--- src/sorted_insert_priority_queue_assert.svh ---
// Assertion macros for the sorted insert priority queue.
`ifndef SORTED_INSERT_PRIORITY_QUEUE_ASSERT_SVH
`define SORTED_INSERT_PRIORITY_QUEUE_ASSERT_SVH

`ifndef SYNTHESIS

// Clocked check, masked while reset is high.
`define SIPQ_ASSERT(label, clk, rst, prop) \
  label: assert property (@(posedge clk) disable iff (rst) prop) \
    else $error("sipq assertion failed");

// Clocked check that also holds during reset.
`define SIPQ_ASSERT_ALWAYS(label, clk, prop) \
  label: assert property (@(posedge clk) prop) \
    else $error("sipq assertion failed");

`else

`define SIPQ_ASSERT(label, clk, rst, prop)
`define SIPQ_ASSERT_ALWAYS(label, clk, prop)

`endif

`endif

--- src/sipq_pkg.sv ---
package sipq_pkg;

  // Build defaults
  localparam int DEPTH_DEF     = 16;
  localparam int KEY_WIDTH_DEF = 8;

  // Capacity register
  localparam int CAP_WIDTH = 5;
  localparam logic [CAP_WIDTH-1:0] CAP_RESET = 5'd16;

  // Commands carried on s_tuser
  typedef enum logic {
    CMD_INSERT = 1'b0,
    CMD_DELETE = 1'b1
  } command_t;

  // Result status carried on m_tuser
  typedef enum logic [1:0] {
    ST_DONE      = 2'd0,
    ST_OVERFLOW  = 2'd1,
    ST_EMPTY     = 2'd2,
    ST_NOT_FOUND = 2'd3
  } status_t;

endpackage

--- src/sorted_insert_priority_queue.sv ---
// Channel   Dir  Fields (lowest bit first)                       Handshake
// s_*       in   tuser: command; tdata: key                      s_tvalid/s_tready
// m_*       out  tuser: status; tdata: head_key, head_valid,     m_tvalid/m_tready
//                entry_count
// cfg_*     in   cfg_data: capacity                              cfg_valid/cfg_ready
//
// One item at a time; each entry walked takes a registered read, then a compare/move.
// Overflow or empty results skip the walk; every result passes a head read before m_tvalid.
// Synchronous reset empties the queue and sets capacity to 16; no clearing pass.
// s_tready is low while an item is in work; a result held by m_tready stalls the next
// result, not the acceptance of the next item.
`include "sorted_insert_priority_queue_assert.svh"

module sorted_insert_priority_queue #(
  parameter int DEPTH     = sipq_pkg::DEPTH_DEF,
  parameter int KEY_WIDTH = sipq_pkg::KEY_WIDTH_DEF
) (
  input  logic                             clk,
  input  logic                             rst,
  // input beats
  input  logic                             s_tvalid,
  output logic                             s_tready,
  input  logic [((KEY_WIDTH+7)/8)*8-1:0]   s_tdata,   // key
  input  logic                             s_tuser,   // command
  // result beats
  output logic                             m_tvalid,
  input  logic                             m_tready,
  output logic [((KEY_WIDTH+1+$clog2(DEPTH+1)+7)/8)*8-1:0]
                                           m_tdata,   // head_key, head_valid, entry_count
  output logic [1:0]                       m_tuser,   // status
  // capacity register write
  input  logic                             cfg_valid,
  output logic                             cfg_ready,
  input  logic [sipq_pkg::CAP_WIDTH-1:0]   cfg_data
);

  localparam int AW     = $clog2(DEPTH);
  localparam int CNT_W  = $clog2(DEPTH + 1);
  localparam int CMP_W  = (CNT_W > sipq_pkg::CAP_WIDTH) ? CNT_W : sipq_pkg::CAP_WIDTH;
  localparam int OUT_W  = ((KEY_WIDTH + 1 + CNT_W + 7) / 8) * 8;

  typedef enum logic [3:0] {
    S_IDLE,
    S_INS_RD,
    S_INS_CMP,
    S_INS_PUT,
    S_DEL_RD,
    S_DEL_CMP,
    S_SHF_RD,
    S_SHF_WR,
    S_HEAD_RD,
    S_HEAD_LD
  } state_t;

  state_t                        state;
  logic [CNT_W-1:0]              count;
  logic [CNT_W-1:0]              idx;
  logic [KEY_WIDTH-1:0]          key_r;
  logic [sipq_pkg::CAP_WIDTH-1:0] capacity;
  sipq_pkg::status_t             status_r;
  sipq_pkg::status_t             status_o;
  logic [KEY_WIDTH-1:0]          head_key;
  logic                          head_valid;
  logic [CNT_W-1:0]              entry_count;

  // key store
  logic [KEY_WIDTH-1:0]          mem [DEPTH];
  logic [KEY_WIDTH-1:0]          rd_data;
  logic [AW-1:0]                 rd_addr;
  logic                          wr_en;
  logic [KEY_WIDTH-1:0]          wr_data;

  logic [CNT_W-1:0]              idx_m1;
  logic [CNT_W-1:0]              idx_p1;
  logic [CNT_W-1:0]              idx_p2;
  logic [CMP_W-1:0]              cap_ext;
  logic [CMP_W-1:0]              eff_cap;
  logic                          full;
  logic                          key_lt;
  logic                          key_eq;

  assign idx_m1 = idx - CNT_W'(1);
  assign idx_p1 = idx + CNT_W'(1);
  assign idx_p2 = idx + CNT_W'(2);

  // effective capacity: zero counts as one, clipped to the built depth
  assign cap_ext = CMP_W'(capacity);
  always_comb begin
    if (cap_ext == '0) begin
      eff_cap = CMP_W'(1);
    end else if (cap_ext > CMP_W'(DEPTH)) begin
      eff_cap = CMP_W'(DEPTH);
    end else begin
      eff_cap = cap_ext;
    end
  end
  assign full = (CMP_W'(count) >= eff_cap);

  // less-than and equality compares of the key under work against the read entry
  assign key_lt = (key_r < rd_data);
  assign key_eq = (key_r == rd_data);

  assign s_tready  = (state == S_IDLE);
  assign cfg_ready = 1'b1;
  assign m_tuser   = status_o;
  assign m_tdata   = OUT_W'({entry_count, head_valid, head_key});

  // memory port control
  always_comb begin
    rd_addr = idx[AW-1:0];
    wr_en   = 1'b0;
    wr_data = key_r;
    unique case (state)
      S_INS_RD: rd_addr = idx_m1[AW-1:0];
      S_SHF_RD: rd_addr = idx_p1[AW-1:0];
      S_HEAD_RD,
      S_HEAD_LD: rd_addr = '0;
      S_INS_CMP: begin
        wr_en   = 1'b1;
        wr_data = key_lt ? rd_data : key_r;
      end
      S_INS_PUT: wr_en = 1'b1;
      S_SHF_WR: begin
        wr_en   = 1'b1;
        wr_data = rd_data;
      end
      default: rd_addr = idx[AW-1:0];
    endcase
  end

  always_ff @(posedge clk) begin
    if (wr_en) begin
      mem[idx[AW-1:0]] <= wr_data;
    end
    rd_data <= mem[rd_addr];
  end

  // sequencer and result register
  always_ff @(posedge clk) begin
    if (rst) begin
      state    <= S_IDLE;
      count    <= '0;
      capacity <= sipq_pkg::CAP_RESET;
      m_tvalid <= 1'b0;
    end else begin
      if (cfg_valid && cfg_ready) begin
        capacity <= cfg_data;
      end
      // result taken; a pending head load refills it below
      if (m_tvalid && m_tready && state != S_HEAD_LD) begin
        m_tvalid <= 1'b0;
      end
      unique case (state)
        S_IDLE: begin
          if (s_tvalid) begin
            key_r <= s_tdata[KEY_WIDTH-1:0];
            if (sipq_pkg::command_t'(s_tuser) == sipq_pkg::CMD_INSERT) begin
              if (full) begin
                status_r <= sipq_pkg::ST_OVERFLOW;
                state    <= S_HEAD_RD;
              end else begin
                idx   <= count;
                state <= (count == '0) ? S_INS_PUT : S_INS_RD;
              end
            end else if (count == '0) begin
              status_r <= sipq_pkg::ST_EMPTY;
              state    <= S_HEAD_RD;
            end else begin
              idx   <= '0;
              state <= S_DEL_RD;
            end
          end
        end
        S_INS_RD: state <= S_INS_CMP;
        S_INS_CMP: begin
          // larger entry moved up one slot; otherwise the key landed
          if (key_lt) begin
            idx   <= idx_m1;
            state <= (idx_m1 == '0) ? S_INS_PUT : S_INS_RD;
          end else begin
            count    <= count + CNT_W'(1);
            status_r <= sipq_pkg::ST_DONE;
            state    <= S_HEAD_RD;
          end
        end
        S_INS_PUT: begin
          count    <= count + CNT_W'(1);
          status_r <= sipq_pkg::ST_DONE;
          state    <= S_HEAD_RD;
        end
        S_DEL_RD: state <= S_DEL_CMP;
        S_DEL_CMP: begin
          if (key_eq) begin
            if (idx_p1 < count) begin
              state <= S_SHF_RD;
            end else begin
              count    <= count - CNT_W'(1);
              status_r <= sipq_pkg::ST_DONE;
              state    <= S_HEAD_RD;
            end
          end else if (idx_p1 == count) begin
            status_r <= sipq_pkg::ST_NOT_FOUND;
            state    <= S_HEAD_RD;
          end else begin
            idx   <= idx_p1;
            state <= S_DEL_RD;
          end
        end
        S_SHF_RD: state <= S_SHF_WR;
        S_SHF_WR: begin
          // close the gap one entry at a time
          idx <= idx_p1;
          if (idx_p2 < count) begin
            state <= S_SHF_RD;
          end else begin
            count    <= count - CNT_W'(1);
            status_r <= sipq_pkg::ST_DONE;
            state    <= S_HEAD_RD;
          end
        end
        S_HEAD_RD: state <= S_HEAD_LD;
        S_HEAD_LD: begin
          if (!m_tvalid || m_tready) begin
            m_tvalid    <= 1'b1;
            status_o    <= status_r;
            head_key    <= (count != '0) ? rd_data : '0;
            head_valid  <= (count != '0);
            entry_count <= count;
            state       <= S_IDLE;
          end
        end
        default: state <= S_IDLE;
      endcase
    end
  end

  // checks
  `SIPQ_ASSERT(a_count_in_range, clk, rst, count <= CNT_W'(DEPTH))
  `SIPQ_ASSERT(a_busy_after_accept, clk, rst, (s_tvalid && s_tready) |=> (state != S_IDLE))
  `SIPQ_ASSERT(a_head_flag_matches, clk, rst, m_tvalid |-> (head_valid == (entry_count != '0)))
  `SIPQ_ASSERT(a_insert_walk_idx, clk, rst, (state == S_INS_CMP) |-> (idx != '0))
  `SIPQ_ASSERT_ALWAYS(a_reset_idle, clk, rst |=> (state == S_IDLE && !m_tvalid))

endmodule
--- config.mk ---
export PLATFORM = sky130hd
export DESIGN_NAME = sorted_insert_priority_queue
export DESIGN_NICKNAME = d
export VERILOG_FILES = /design/src/sipq_pkg.sv /design/src/sorted_insert_priority_queue.sv
export VERILOG_INCLUDE_DIRS = /design/src /design/src/src
export SDC_FILE = /design/constraint.sdc
export NUM_CORES = 1
export LEC_CHECK = 0
export ABC_AREA = 1
export BUFFER_PORTS_ARGS = -buffer_cell sky130_fd_sc_hd__buf_2
export CAP_MARGIN = 40
export CORE_UTILIZATION = 55
export DETAILED_ROUTE_END_ITERATION = 8
export GPL_ROUTABILITY_DRIVEN = 0
export PLACE_DENSITY_LB_ADDON = 0.3
export SYNTH_ARGS = -nofsm -noshare
export SYNTH_HDL_FRONTEND = slang
export SYNTH_SLANG_ARGS = --single-unit
--- constraint.sdc ---
create_clock -name clk -period 3.95 [get_ports clk]
set_input_delay 0.395 -clock clk [delete_from_list [all_inputs] [get_ports clk]]
set_output_delay 0.395 -clock clk [all_outputs]
set_load 0.02 [all_outputs]
# --- Word-level counts from Yosys, hierarchy flattened ---
# Memory sizes are Yosys's and may differ from the RTL's. A register that Yosys moved wholly into a read port is not among the register bits.
# Cells that the tools add are included.
# Widths: inputs -> output; s select.
totals:
  romBits: 0
  memories: 1
  ram_bits: 128
  in_bits: 19
  ff_bits: 46
  latchBits: 0
op_classes:
  n_addsub: 5
  magnitude_cmp: 5
  eq_ne: 27
  n_bitwise: 1
  n_mul: 0
  n_div: 0
  reduce_logical: 20
  n_mux: 47
  shift: 0
mem_list:
  columns: ["memory", "words", "width", "read_ports", "rd_clocked_by_memory_dff", "wr", "line", "source"]
  rows:
  - ["mem", 16, 8, 1, 1, 1, "sorted_insert_priority_queue.sv:67", "logic [KEY_WIDTH-1:0] mem [DEPTH];"]
op_table:
  columns: ["op", "n"]
  rows:
  - ["$mux 5", 13]
  - ["$mux 4", 10]
  - ["$pmux 4 s10", 1]
  - ["$pmux 5 s4", 2]
  - ["$mux 2", 11]
  - ["$ne 2x2->1 const B", 9]
  - ["$eq 4x3->1 const B", 4]
  - ["$pmux 8 s2", 1]
  - ["$logic_not 5->1", 3]
  - ["$ne 3x3->1 const B", 4]
  - ["$pmux 4 s3", 1]
  - ["$add 5x1->5 const B", 2]
  - ["$lt 5x5->1", 2]
  - ["$pmux 2 s5", 1]
  - ["$reduce_bool 5->1", 2]
  - ["$sub 5x1->5 const B", 2]
  - ["$reduce_and 9->1", 1]
  - ["$eq 4x2->1 const B", 2]
  - ["$eq 4x4->1 const B", 2]
  - ["$eq 8x8->1", 1]
  - ["$lt 8x8->1", 1]
  - ["$mux 8", 1]
  - ["$reduce_and 8->1", 1]
  - ["$reduce_bool 4->1", 2]
  - ["19 further kinds", 26]

# --- Logic depth before layout (Yosys ltp) ---
logic_depth:
  depth_word: 8
  ltp_mapped: 16
  ltp_nobuf: 16

# --- Worst setup path before layout ---
# Ideal clock, no wire load.
synth_path:
  kind: "input -> register"
  start: "input port rst"
  end: "register entry_count[0], enable pin"
  setup_slack_ns: 1.266
  path_stages: 2
  required_time_ns: 3.520
  arrival_time_ns: 2.254
  path_cell_list: "clkbuf_1 nor4_1"
synth_via:
  elab_chain_cells: 2
synth_lines:
  columns: ["item", "line", "source"]
  rows:
  - ["start, declared", "sorted_insert_priority_queue.sv:19", "input logic rst,"]
  - ["$not 1->1 (no source line)", null, null]
  - ["$reduce_and 3->1 (no source line)", null, null]
  - ["end signal, assigned", "sorted_insert_priority_queue.sv:228", "entry_count <= count;"]
  - ["end, declared", "sorted_insert_priority_queue.sv:64", "logic [CNT_W-1:0] entry_count;"]
# No other way between the ends.
# A chain may end at the register's enable or synchronous reset.

# --- Final worst setup path ---
layout_path:
  start: "register idx[2]"
  end: "register count[1]"
layout_via:
  elab_chain_cells: 4
layout_lines:
  columns: ["item", "line", "source"]
  rows:
  - ["start, declared", "sorted_insert_priority_queue.sv:57", "logic [CNT_W-1:0] idx;"]
  - ["start signal, assigned", "sorted_insert_priority_queue.sv:162", "idx <= count;"]
  - ["start signal, assigned", "sorted_insert_priority_queue.sv:178", "idx <= idx_m1;"]
  - ["start signal, assigned", "sorted_insert_priority_queue.sv:205", "idx <= idx_p1;"]
  - ["$add 5x2->5 or $add 5x1->5 (tied branches)", "sorted_insert_priority_queue.sv:84, sorted_insert_priority_queue.sv:83", null]
  - ["$lt 5x5->1, on equally long branches", "sorted_insert_priority_queue.sv:213, sorted_insert_priority_queue.sv:194", null]
  - ["$ne 2x2->1 (no source line)", null, null]
  - ["$reduce_and 5->1 (no source line) *", null, null]
  - ["end signal, assigned", "sorted_insert_priority_queue.sv:187", "count <= count + CNT_W'(1);"]
  - ["end signal, assigned", "sorted_insert_priority_queue.sv:197", "count <= count - CNT_W'(1);"]
  - ["end signal, assigned", "sorted_insert_priority_queue.sv:216", "count <= count - CNT_W'(1);"]
  - ["end, declared", "sorted_insert_priority_queue.sv:56", "logic [CNT_W-1:0] count;"]
# Every way passes the cells marked *; elsewhere a longest branch is shown, timed or not.

==> results by group <==
Outcome
  • Status: finished clean

Timing
  • Setup TNS: 0 ns
  • Clk_skew: 0.01329 ns
  • RSZ-0062 raised after global routing: no
  • Final setup violation count: 0
  • Fmax: between 0.3 and 0.4 GHz
  • Final Cycle Share: 72.58%
  • Worst slew margin: 42.63%
  • Final Critical Period: ~2.9 ns
  • Final Slew Violations: 0
  • Hold Fails Final Rpt: 0
  • Worst Slack Setup Final: 1.083 ns
  • Slew @ Worst Pin: between 0.8 and 0.9 ns

Clock network
  • Post-CTS Setup Bufs: 0
  • TritonCTS Buffers: 17
  • Worst skew pair latency: ~0.44 ns
  • H-Tree Depth: 4
  • Clk root buf: clkbuf_16
  • Post-CTS Resized: 0
  • # clock sinks: 182
  • Max clock buf depth: 2
  • CTS tree: done
  • Cts hold-fix bufs: 0
  • Clk slew on worst S/H paths: 0.07 ns

Floorplanning
  • Core Region: between 0.015 and 0.02 mm²
  • Die area: 0.01706 mm²
  • Io pins: 40
  • Starting Density: 56.84%
  • Die W: 130.6 µm
  • Die height: 130.6 µm
  • Site Rows: 46

Synthesis
  • Async set-or-reset flop fraction in the synthesized netlist: 0%
  • Share of the synthesized area in the top cell type: 52.50%
  • Area contributors post-synth: edfxtp_1 52%, nand3_1 8.0%, nand2_1 7.9%
  • Largest family of logic cells by synthesized area: simple AND/OR/NAND/NOR gates
  • Xor/xnor share of the synthesized area: between 1 and 1.5%
  • Register area share after synthesis: 57.56%
  • Compound-gate portion of the synthesized area: under 10%
  • Dominant cell type by area after synthesis: edfxtp_1
  • Number of synthesized flops with an enable pin: ~160
  • Post-synthesis mux area share: 0.8667%
  • Main synth FF type: edfxtp_1
  • Yosys reg bits: approximately 180
  • Cells after Synth: around 940
  • Yosys warning count: 0
  • Post-synthesis area per instance: 9.655 µm²
  • Yosys cell types: 37
  • Adder-cell share of the synthesized area: 4.898%
  • Area share of and/or/nand/nor cells after synthesis: 23.44%
  • Mapped cell area: just over 0.009 mm²

Drt
  • Drt drc: 0
  • Initial DRC Count: between 600 and 700
  • Vias per inst: 5.427
  • Via count: 6534
  • WL per Instance: 17.18 µm
  • Post-DRT Antenna Nets: 0
  • Drt first pass iters: 5
  • Post-Route WL: slightly above 20000 µm

Power
  • PwrDens: 814.6 mW/mm²
  • Pleak: about 4.4 nW
  • Power, Total: 8.168 mW
  • VDD IR max: 0.3933 mV

Setup path
  • Arrival @ worst endpoint: 3.20 ns
  • Critical Path Sink Type: flip-flop
  • Slowest stage delay, CP: ~0.56 ns
  • Crit start category: flip-flop
  • CP Class: reg -> reg
  • Worst EP required: 4.28 ns
  • Most frequent cell on the critical path: nand2_1
  • CP max stage cell: edfxtp_1
  • Worst-path maximum fanout: 9
  • CP Cell Sequence: ha_1 -> nand2_1 -> xor2_1 -> inv_1 -> ha_1 -> nand2_1 -> nor2_1 -> nand2_1 -> and2_1 -> nand2_1 -> nand2_1 -> nor2_1 -> nand2_1 -> o21ai_0 -> nor2_1

Global route
  • First-pass GRT wire length: 32780 µm
  • Largest net degree at the start of global routing: 50
  • Grt ovf: 0
  • GRT Overall Usage: 26.02%
  • Vias in the first global route: roughly 6300
  • Initial antenna violation count: 0

Final layout
  • Synth-to-Final Area Change: 10.25%
  • Post-route insts no fill: 1204
  • # diodes: 0
  • Filler cell count: 1330
  • Total Nets Final: just over 1000
  • Layout cells sized above 1: 11.34%

Job
  • Max-Cap Viols: 0

Hold path
  • Worst Hold Class: in -> reg

Placed design
  • Hpwl dp: 13630 µm
  • Buffers on Ports: 36
  • Pre-CTS setup slack: around 1.1 ns
  • Placed Instances: 1172
[sequential cells by signal, summed over array words and instances, names as in the netlist, 2 cells and up]
register / flops
cap_ext: 5
entry_count: 5
count: 5
status_r: 2
idx: 5
key_r: 8
head_key: 8
rd_data: 8
m_tuser: 2
mem: 128
state: 4
[synthesized netlist by cell type, drive strengths merged, types with 2 or more instances]
library cell / n
a21oi: 13
buf: 28
nand2: 199
nand4: 11
inv: 172
o211ai: 2
dfxtp: 23
clkbuf: 6
nor3: 4
conb: 2
o221ai: 4
ha: 34
mux2: 7
nand3b: 32
edfxtp: 159
nor2: 62
nand3: 147
xor2: 12
o21ai: 16
[cells in the final DEF (no fill, tap or decap), types with 7 or more instances in the layout]
master,n
a21oi_1,13
buf_2,38
buf_4,8
clkbuf_16,17
dfxtp_1,23
edfxtp_1,159
ha_1,34
inv_1,166
mux2_2,7
nand2_1,192
nand2_2,7
nand3_1,145
nand3b_1,32
nand4_1,10
nor2_1,57
o21ai_0,12
xor2_1,12
[path summary, 6_finish.rpt]
path,start,endpoint,slack [ns],cells past startpoint
worst min register to register,status_r[1],m_tuser[1],0.42,0
worst max-delay path,idx[2],count[1],1.08,15
worst min-delay path,s_tdata[4],key_r[4],0.13,1
worst max register to register,idx[2],count[1],1.08,15
[area by class of cell]
cell class                 count  area [µm²]  area share (%)
sequential                   182        5235           52.21
clock buffer                  17       425.4           4.243
timing repair buffer          47       270.3           2.695
multi-input combinational    555        3017           30.08
inverter                     172       645.6           6.439
clock inverter                15       163.9           1.635
tap                          216       270.3           2.695
[critical path, delay by kind of cell, from the launching register on]
family / cells / cell delay [ns]
AOI/OAI and AO/OA: 1 / 0.20
xor gates and xnor gates: 1 / 0.35
adders and majority gates: 2 / 0.58
buffers and inverters: 1 / 0.09
DFF: 1 / 0.56
and+or+nand+nor: 10 / 0.99
[report_power, final]
part	internal (mW)	total [mW]	switching, mW
registers	2.46	2.66	0.199
clock network	0.897	1.69	0.788
logic	1.15	3.82	2.67
total	4.51	8.17	3.65
[kinds of logic (layout without fill, tap and decap cells)]
kind of cell    after synthesis  after routing
compound gates               39             39
fa+ha+maj                    35             35
other cells                   2              3
flops                       182            182
mux                           7              7
xor+xnor                     12             12
buf+inv                     206            251
simple gates                459            459
[metal layers]
layer	vias up	GRT usage (%)	share of wire (%)
met4	0	12.10	3.2
met1	3063	33.62	43
li1	3177	-	-
met3	48	4.520	5.8
met2	246	42.89	48
met5	-	0	0
[stage by stage]
| stage | hold WS (ns) | util, % | cell area (µm²) |
|---|---|---|---|
| floorplan | 0.4003 | - | 9099 |
| global placement | 0.4017 | 58.88 | 9420 |
| detailed placement | 0.4062 | 58.99 | 9438 |
| CTS | 0.1269 | 62.67 | 10030 |
| global route | 0.1245 | 62.67 | 10030 |
| finish | 0.1350 | 62.67 | 10030 |
Note: power is estimated with default switching activity, not from simulation.
